**config.mk**
```make
export PLATFORM = sky130hd
export DESIGN_NAME = bmsw_ram
export DESIGN_NICKNAME = d
export VERILOG_FILES = /design/src/rtl/bmsw_ram.sv
export SDC_FILE = /design/constraint.sdc
export NUM_CORES = 1
export LEC_CHECK = 0
export ABC_AREA = 1
export BUFFER_PORTS_ARGS = -buffer_cell sky130_fd_sc_hd__buf_2
export CAP_MARGIN = 20
export CELL_PAD_IN_SITES_DETAIL_PLACEMENT = 0
export CELL_PAD_IN_SITES_GLOBAL_PLACEMENT = 2
export CORE_MARGIN = 10
export CORE_UTILIZATION = 41
export CTS_CLUSTER_DIAMETER = 150
export DETAILED_ROUTE_END_ITERATION = 7
export PLACE_DENSITY_LB_ADDON = 0.1
export SYNTH_ARGS = -nofsm -noshare
export SYNTH_HDL_FRONTEND = slang
export SYNTH_SLANG_ARGS = --single-unit
```
**constraint.sdc**
```tcl
create_clock -name clock -period 1.45 [get_ports clock]
set_input_delay 0.29 -clock clock [delete_from_list [all_inputs] [get_ports clock]]
set_output_delay 0.29 -clock clock [all_outputs]
set_load 0.005 [all_outputs]
```
**src/rtl/bmsw_ram.sv**
```systemverilog
`timescale 1ns / 1ps
// ----------------------------------------------------------------------------
// bmsw_ram
// Generic single-write, single-read RAM with registered read data.
// ----------------------------------------------------------------------------
module bmsw_ram #(
   parameter int WIDTH = 8,
   parameter int DEPTH = 16
) (
   input  logic                     clock,
   input  logic                     wr_en,
   input  logic [$clog2(DEPTH)-1:0] wr_addr,
   input  logic [WIDTH-1:0]         wr_data,
   input  logic                     rd_en,
   input  logic [$clog2(DEPTH)-1:0] rd_addr,
   output logic [WIDTH-1:0]         rd_data
);

   logic [WIDTH-1:0] mem [DEPTH];
   logic [WIDTH-1:0] rd_data_ff;

   always_ff @(posedge clock) begin
      if (wr_en) begin
         mem[wr_addr] <= wr_data;
      end
      if (rd_en) begin
         rd_data_ff <= mem[rd_addr];
      end
   end

   assign rd_data = rd_data_ff;

endmodule

```
# Word level (Yosys, flattened, before mapping)
# Memories as Yosys holds them, arrays and structs flattened. A register that Yosys moved wholly into a read port is not among the register bits.
# Cells that the tools add are included.
[op_classes]
n_addsub = 0
multipliers = 0
div = 0
n_lt_le_gt_ge = 0
eq_ne = 0
shifts = 0
n_mux = 2
bitwise = 0
reduce_logical = 0
[ops]
columns = ["operator", "n"]
rows = [
  ["$mux W1", 2],
]
[totals]
reg_bits = 0
latch_bits = 0
ram_bits = 128
rom_bits = 0
inputBits = 19
output_inout_bits = 8
n_memories = 1
[memory_table]
columns = ["name", "words", "width", "read_ports", "rd_ports_with_merged_regs", "wr", "line", "text"]
rows = [
  ["mem", 16, 8, 1, 1, 1, "19", "logic [WIDTH-1:0] mem [DEPTH];"],
]

# Depth between registers and ports, before layout
# Gate-level depths: netlist of run 1.
[logic_depth]
ltp_word = 2
depth_mapped = 8
depth_no_buf = 7

# Worst setup path after synthesis of run 1
# OpenSTA, ideal clock, no wires.
[synth_timing]
path_type = "input to register"
start = "input wr_addr[2]"
end = "memory mem[10][0], enable pin"
arrival_ps = 871
t_required_ps = 1080
setup_slack_ps = 209
stages = 2
path_cell_list = "nand3b_1 > nor2_1"
[synth_rtl]
columns = ["element", "line", "text"]
rows = [
  ["from (decl)", "12", "input logic [$clog2(DEPTH)-1:0] wr_addr,"],
  ["to (decl)", "19", ""],
]
# Straight into the memory's write port.

# Worst setup path in the final report of run 1
[layout_timing]
start = "register rd_data_ff[7], in the netlist rd_data[7] (read register of mem)"
end = "output rd_data[7]"
[layout_rtl]
columns = ["element", "line", "text"]
rows = [
  ["from (decl)", "20", "logic [WIDTH-1:0] rd_data_ff;"],
  ["to (decl)", "16", "output logic [WIDTH-1:0] rd_data"],
]
# No word-level cell between the ends.

==> results.txt, run 1 <==
top cell type's share of synthesized area: 0.698
Synth area leader: edfxtp_1
vias per cell: 4.73
Startpoint Class: flop
final setup fails: 0
most frequent cells in the layout: nand2_1, edfxtp_1, inv_1
crit path DAT: 980 ps
top-level port count: 27
n_diodes: 0
Setup TNS: 0 ps
setup bufs post-CTS: 0
Critical Path Max Stage Delay: 410 ps
Clock Tree Buf Depth: 2
post-route setup slack: 183 ps
Seq pwr share: 0.513
max-slew violation count: 0
worst slew pin tran: 392 ps
Area Overhead vs Synth: 16.6%
GP Congestion: 0.762
Synth Area in Compound Gates: 0
Nets: 619
CTS Buf Count: 17
post-synthesis mux area share: 0
Wirelength per Cell: 17.8 µm
grt total ovfl: 0
Root Driver: clkbuf_16
Place WS: -132 ps
area of the core: 13,900 µm²
R2R depth: 6
via count: 3,752
Initial DRT Pass Iterations: 6
max-cap violations: 0
xor/xnor cell area share of the yosys netlist: 0
TritonCTS sink count: 136
max_slew headroom: 0.739
Top Family by Delay on Critical Path: flip-flops
hold_buf cts: 0
Required @ worst endpoint: 1160 ps
slowest stage cell, crit path: edfxtp_1
sw frac: 0.223
synthesized-area fraction occupied by adder cells: 0
simple-gate portion of the synthesized area: 0.208
reg2reg setup slack: 250 ps
Final Critical Period: 1270 ps
Post-Syn Area: 5850 µm²
reg-to-reg endpoint: rd_data[1]
syn_nets: 570
Syn Area/Cell: 10.6 µm²
commonest non-fill, non-tap cell in the layout: nand2_1
Ys Warns: 0
initial drt markers: 252
clock group share of total power: 0.420
Initial Util: 0.420
gr usage total: 0.151
WS Path Type: reg2out
DRC viols: 0
RR Startpoint: mem[8][1]
Comb power frac: 0.067
period utilisation layout: 0.874
full die area: 19,400 µm²
sequential fraction of the synthesis area: 0.698
Synth area leaders: edfxtp_1, nand2_1, nand3_1
RSZ-0062 raised after global routing: false
largest family of logic cells by synthesized area: simple AND/OR/NAND/NOR gates
Hold EP: rd_data[4]
vias in the first global route: 3,615
Mapped Cells: 551
CTS H-Tree Depth: 4
post-cts resize count: 0
first-pass GRT wire length: 21.8 mm
initial antenna violation count: 0
leak pwr: 2.95 nW
I/O Buffers: 26
Hold Crit Start: rd_en
largest fanout on the critical path: 1
# rows: 43
dpl hpwl: 8.77 mm
Buf/Inv on CP: 1
later-pin clock latency in the skew report: 420 ps
HP Class: in2reg
Die H: 139 µm
Reg clk slew, reported paths: 50 ps
net switching power: 1.94 mW
drt total wl: 14.1 mm
CTS tree: yes
PD cells: 1270 nW/µm²
fillers: 1,288
largest net degree at the start of global routing: 49
share of cells above drive strength 1: 0.135
final hold vios: 0
CP endpoint kind: output pin
Yosys reg bits: 136
Hold Path Depth: 1
outcome: complete, no violations
fmax: 789 MHz
Die X: 139 µm
Antenna Nets Post-Route: 0
peak supply drop: 703 µV
unique cell type count in the Yosys netlist: 11
crit path cell chain: buf_2
cell-internal power: 6.74 mW
Final Skew: 6.89 ps
## cell type report
class                      count  area (µm²)  share of cell area
multi-input combinational    289        1210               0.178
clock buffer                  19         433              0.0635
inverter                     102         383              0.0562
timing repair buffer          54         415              0.0609
clock inverter                13        63.8             0.00936
sequential                   136        4080               0.599
tap                          180         225              0.0330
## power groups by stage
stage	clock [mW]	combinational, mW	sequential [mW]
2_1_floorplan	0	0.310	4.53
3_3_place_gp	0	0.592	4.53
3_5_place_dp	0	0.593	4.53
4_1_cts	3.71	0.595	4.45
5_1_grt	3.86	0.653	4.46
6_report	3.65	0.580	4.45
## flip-flops by register name, indices dropped and copies added (netlist names)
name	flops
rd_data	8
mem	128
## logic make-up after synthesis
kind of cell | after synthesis
DFF | 136
and+or+nand+nor | 289
buffers and inverters | 126
## per-layer routing
metal	share of wire	track usage
met3	0.052	0.0439
met5	0	0
met4	0.016	0.0571
met2	0.46	0.219
met1	0.47	0.207
## cells in the mapped netlist, drive strengths merged
| library cell | instances |
|---|---|
| nand2 | 173 |
| nand3b | 2 |
| buf | 24 |
| nor2 | 17 |
| edfxtp | 136 |
| inv | 102 |
| nand3 | 97 |
## how the worst max path moves through the flow
stage | from | depth (start not counted) | to | slack [ps]
2_1_floorplan | wr_addr[2] | 2 | mem[10][0] | 210
3_3_place_gp | rd_addr[0] | 9 | rd_data[5] | -120
3_5_place_dp | rd_addr[0] | 9 | rd_data[3] | -130
4_1_cts | rd_data[7] | 1 | rd_data[7] | 160
5_1_grt | rd_data[7] | 1 | rd_data[7] | 150
6_report | rd_data[7] | 1 | rd_data[7] | 180
## through the flow
stage                     instance area [µm²]  cells  utilization  power [mW]  hold slack [ps]
after floorplan                          5850    551            -        4.84              389
after global placement                   6320    761        0.454        5.12              689
after detailed placement                 6320    761        0.454        5.13              681
after CTS                                6820    793        0.489        8.76              242
after global routing                     6820    793        0.489        8.97              237
final                                    6820    793        0.489        8.68              250
No activity file was read; power rests on OpenSTA's default activity.
==> run 2, diff against run 1 <==
--- a/config.mk
+++ b/config.mk
@@ -15,6 +15,8 @@
 export CTS_CLUSTER_DIAMETER = 150
 export DETAILED_ROUTE_END_ITERATION = 7
 export PLACE_DENSITY_LB_ADDON = 0.1
+export RECOVER_POWER = 100
+export SETUP_SLACK_MARGIN = 0.05
 export SYNTH_ARGS = -nofsm -noshare
 export SYNTH_HDL_FRONTEND = slang
 export SYNTH_SLANG_ARGS = --single-unit
==> results.txt, run 2 (synthesis gave the netlist of run 1 again) <==
Final Critical Period: 1240 ps (-25.4 ps)
dpl hpwl: 8.77 mm (unchanged)
drt total wl: 14.1 mm (+0.16%)
multi-input logic area: 1210 µm² (unchanged)
TritonCTS sink count: 136 (unchanged)
first-pass GRT wire length: 21.8 mm (unchanged)
Setup TNS: 0 ps (unchanged)
Required @ worst endpoint: 1160 ps (about the same)
final setup fails: 0 (unchanged)
GP Congestion: 0.762 (unchanged)
PD cells: 1290 nW/µm² (+1.1%)
Placed Area: 6320 µm² (unchanged)
grt total ovfl: 0 (unchanged)
Buf/Inv on CP: 1 (unchanged)
Final Skew: 9.35 ps (+2.46 ps)
commonest non-fill, non-tap cell in the layout: nand2_1
area of the core: 13,900 µm² (unchanged)
Antenna Nets Post-Route: 0 (unchanged)
Reg clk slew, reported paths: 60 ps (about the same)
crit path DAT: 950 ps (-30 ps)
CTS H-Tree Depth: 4 (unchanged)
RSZ-0062 raised after global routing: false
max reg flops: 128 (unchanged)
leak pwr: 2.83 nW (-4.1%)
top-level port count: 27 (unchanged)
period utilisation layout: 0.857 (-0.0175)
initial drt markers: 233 (-7.5%)
Area Overhead vs Synth: 15.2%
post-route setup slack: 208 ps (+25.4 ps)
largest net degree at the start of global routing: 49 (unchanged)
slowest stage cell, crit path: edfxtp_1
Critical Path Max Stage Delay: 410 ps (about the same)
HP Class: in2reg
full die area: 19,400 µm² (unchanged)
largest fanout on the critical path: 1 (unchanged)
most frequent cells in the layout: nand2_1, edfxtp_1, inv_1
peak supply drop: 691 µV (-1.8%)
# rows: 43 (unchanged)
gr usage total: 0.151 (unchanged)
final hold vios: 0 (unchanged)
DRC viols: 0 (unchanged)
outcome: complete, no violations
n_diodes: 0 (unchanged)
Root Driver: clkbuf_16
fmax: 805 MHz (+2.0%)
total power: 8.66 mW (-0.18%)
Initial Util: 0.420 (unchanged)
Die H: 139 µm (unchanged)
CTS Buf Count: 17 (unchanged)
hold_buf cts: 0 (unchanged)
Top Family by Delay on Critical Path: flip-flops
max_slew headroom: 0.361 (-0.377)
worst slew pin tran: 958 ps (+566 ps)
via count: 3,727 (-0.67%)
fillers: 1,301 (+1.0%)
fin area: 6730 µm² (-1.2%)
share of cells above drive strength 1: 0.0783 (-0.0571)
vias per cell: 4.70 (-0.67%)
DP Cell Count: 761 (unchanged)
WS Path Type: reg2out
crit path cell chain: clkbuf_1
Clock Tree Buf Depth: 2 (unchanged)
initial antenna violation count: 0 (unchanged)
Nets: 619 (unchanged)
CTS tree: yes
Die X: 139 µm (unchanged)
setup bufs post-CTS: 0 (unchanged)
max-slew violation count: 0 (unchanged)
register area: 4080 µm² (unchanged)
max-cap violations: 0 (unchanged)
later-pin clock latency in the skew report: 420 ps (about the same)
Startpoint Class: flop
Largest Register: mem
Wirelength per Cell: 17.8 µm (+0.16%)
CP endpoint kind: output pin
filler-free cell count of the finished design: 793 (unchanged)
Place WS: -132 ps (unchanged)
Initial DRT Pass Iterations: 4 (-2)
vias in the first global route: 3,615 (unchanged)
I/O Buffers: 26 (unchanged)
post-cts resize count: 0 (unchanged)
-- run 2: changes by cell type in the layout (fill, tap and decap cells not counted), sizes merged --
cell / change
buf: -35
clkbuf: +35
-- run 2: path summary, 6_finish.rpt --
| kind | startpoint | slack, ps | cells after the start | endpoint |
|---|---|---|---|---|
| setup / recovery | rd_data[7] | 210 | 1 | rd_data[7] |
| hold reg to reg | mem[10][7] | 760 | 6 | rd_data[7] |
| hold / removal | rd_addr[2] | 350 | 4 | rd_data[4] |
| setup reg to reg | mem[8][1] | 250 | 6 | rd_data[1] |
-- run 2: routing by layer --
metal	vias to the layer above	part of all wire	track usage
met4	0	0.012	0.0571
met5	-	0	0
met3	8	0.068	0.0439
met1	1736	0.47	0.207
met2	103	0.45	0.219
li1	1880	-	-
-- run 2: power breakdown --
part	switching, mW	internal [mW]	total [mW]
logic	0.393	0.168	0.562
registers	0.0209	4.43	4.45
clock network	1.52	2.13	3.65
-- run 2: area by class of cell --
type / instances / share of cell area
multi-input combinational: 289 / 0.180
clock buffer: 19 / 0.0643
sequential: 136 / 0.606
inverter: 102 / 0.0569
tap: 180 / 0.0334
timing repair buffer: 54 / 0.0492
clock inverter: 13 / 0.00948
-- run 2: stage by stage --
stage | hold slack (ps) | utilization
floorplan | 389 | -
global placement | 689 | 0.454
detailed placement | 681 | 0.454
CTS | 242 | 0.489
global route | 371 | 0.483
finish | 348 | 0.483
==> run 3, diff against run 2 <==
--- a/config.mk
+++ b/config.mk
@@ -8,9 +8,8 @@
 export ABC_AREA = 1
 export BUFFER_PORTS_ARGS = -buffer_cell sky130_fd_sc_hd__buf_2
 export CAP_MARGIN = 20
-export CELL_PAD_IN_SITES_DETAIL_PLACEMENT = 0
+export CELL_PAD_IN_SITES_DETAIL_PLACEMENT = 2
 export CELL_PAD_IN_SITES_GLOBAL_PLACEMENT = 2
-export CORE_MARGIN = 10
 export CORE_UTILIZATION = 41
 export CTS_CLUSTER_DIAMETER = 150
 export DETAILED_ROUTE_END_ITERATION = 7
==> results.txt, run 3 (synthesis gave the netlist of run 1 again) <==
Place WS: -187 ps (-55.3 ps)
Buf/Inv on CP: 1 (unchanged)
R2R depth: 6 (unchanged)
setup bufs post-CTS: 0 (unchanged)
worst slew pin tran: 1080 ps (+127 ps)
gr usage total: 0.279 (+0.129)
Area Overhead vs Synth: 19.1%
Clock Tree Buf Depth: 2 (unchanged)
full die area: 14,700 µm² (-24%)
# rows: 43 (unchanged)
commonest non-fill, non-tap cell in the layout: nand2_1
net switching power: 2.18 mW (+13%)
critical path startpoint: mem[8][2]
initial antenna violation count: 0 (unchanged)
Wirelength per Cell: 23.4 µm (+31%)
Setup TNS: 0 ps (unchanged)
n_diodes: 0 (unchanged)
Seq pwr share: 0.446 (-0.068)
Crit path depth: 6 (+5)
CP endpoint kind: flop
TritonCTS sink count: 136 (unchanged)
post-route setup slack: 138 ps (-70.5 ps)
Antenna Nets Post-Route: 0 (unchanged)
most frequent cells in the layout: nand2_1, edfxtp_1, inv_1
post-cts resize count: 0 (unchanged)
first-pass GRT wire length: 28.3 mm (+29%)
max-cap violations: 0 (unchanged)
vias in the first global route: 4,561 (+26%)
PD cells: 1440 nW/µm² (+12%)
dpl hpwl: 11.8 mm (+34%)
CTS Buf Count: 17 (unchanged)
Root Driver: clkbuf_16
slowest stage cell, crit path: edfxtp_1
largest fanout on the critical path: 1 (unchanged)
initial drt markers: 259 (+11%)
cell-internal power: 7.82 mW (+16%)
final hold vios: 0 (unchanged)
Initial DRT Pass Iterations: 4 (unchanged)
Top Family by Delay on Critical Path: simple AND/OR/NAND/NOR gates
max-slew violation count: 0 (unchanged)
I/O Buffers: 26 (unchanged)
GP Congestion: 0.786 (+3.1%)
Hold WS: 377 ps (+28.8 ps)
final setup fails: 0 (unchanged)
outcome: complete, no violations
Die X: 121 µm (-13%)
vias per cell: 5.17 (+10%)
Die H: 121 µm (-13%)
Largest Register: mem
Reg clk slew, reported paths: 60 ps (about the same)
DRC viols: 0 (unchanged)
period utilisation layout: 0.905 (+0.0486)
grt total ovfl: 0 (unchanged)
WS Path Type: reg2reg
Nets: 625 (+0.97%)
clock group share of total power: 0.491 (+0.070)
share of cells above drive strength 1: 0.0905 (+0.0122)
max_slew headroom: 0.277 (-0.0844)
CP most frequent cell: nand3_1
max reg flops: 128 (unchanged)
peak supply drop: 764 µV (+11%)
RR Startpoint: mem[8][2]
Initial Util: 0.421 (+0.00163)
fmax: 762 MHz (-5.4%)
sw frac: 0.218 (-0.00493)
Final Critical Period: 1310 ps (+70.5 ps)
reg2reg setup slack: 140 ps (-110 ps)
CTS tree: yes
largest net degree at the start of global routing: 33 (-33%)
later-pin clock latency in the skew report: 430 ps (about the same)
Final Skew: 9.20 ps (-0.152 ps)
crit path cell chain: inv_1 > nand2_1 > nand3_1 > nand3_1 > nand3_1 > nand2_1
Comb power frac: 0.063 (-0.002)
Setup crit end: rd_data[2]
via count: 4,131 (+11%)
CTS H-Tree Depth: 4 (unchanged)
crit path DAT: 1480 ps (+530 ps)
leak pwr: 2.93 nW (+3.3%)
Startpoint Class: flop
area of the core: 13,900 µm² (-0.39%)
drt total wl: 18.7 mm (+32%)
top-level port count: 27 (unchanged)
HP Class: in2reg
hold_buf cts: 0 (unchanged)
reg-to-reg endpoint: rd_data[2]
RSZ-0062 raised after global routing: false
Critical Path Max Stage Delay: 370 ps (-40 ps)
Required @ worst endpoint: 1620 ps (+460 ps)
[run 3: through the flow]
| step | power, mW | instance area [µm²] | utilization | instances |
|---|---|---|---|---|
| 2_1_floorplan | 4.84 | 5850 | - | 551 |
| 3_3_place_gp | 5.15 | 6390 | 0.460 | 767 |
| 3_5_place_dp | 5.18 | 6390 | 0.460 | 767 |
| 4_1_cts | 10.1 | 7050 | 0.508 | 799 |
| 5_1_grt | 10.2 | 6960 | 0.502 | 799 |
| 6_report | 10.0 | 6960 | 0.502 | 799 |
[run 3: worst min-delay path by stage]
stage,start,endpoint,slack (ps),depth (start not counted)
floorplan,wr_data[0],mem[0][0],390,0
global placement,rd_en,rd_data[1],670,1
detailed placement,rd_en,rd_data[1],670,1
CTS,rd_en,rd_data[6],220,1
global route,rd_en,rd_data[6],350,1
finish,rd_en,rd_data[6],380,1
[run 3: power by group through the flow]
stage          registers [mW]  logic, mW  clock network [mW]
6_report                 4.47      0.632                4.91
5_1_grt                  4.47      0.686                5.09
4_1_cts                  4.46      0.659                4.96
3_5_place_dp             4.54      0.640                   0
3_3_place_gp             4.54      0.611                   0
2_1_floorplan            4.53      0.310                   0
[run 3: area by class of cell]
class                   instances  area, µm²
well taps                     180        225
inverters                     102        383
fillers                      1447       6920
clock inverters                14        229
multi-input cells             289       1210
clock buffers                  18        429
flip-flops and latches        136       4080
repair buffers                 60        398
[run 3: per-layer routing]
metal,vias up,global-route usage,part of all wire
met5,-,0,0
met4,0,0.124,0.026
met3,34,0.0540,0.035
met2,93,0.463,0.50
met1,2110,0.353,0.44
li1,1894,-,-
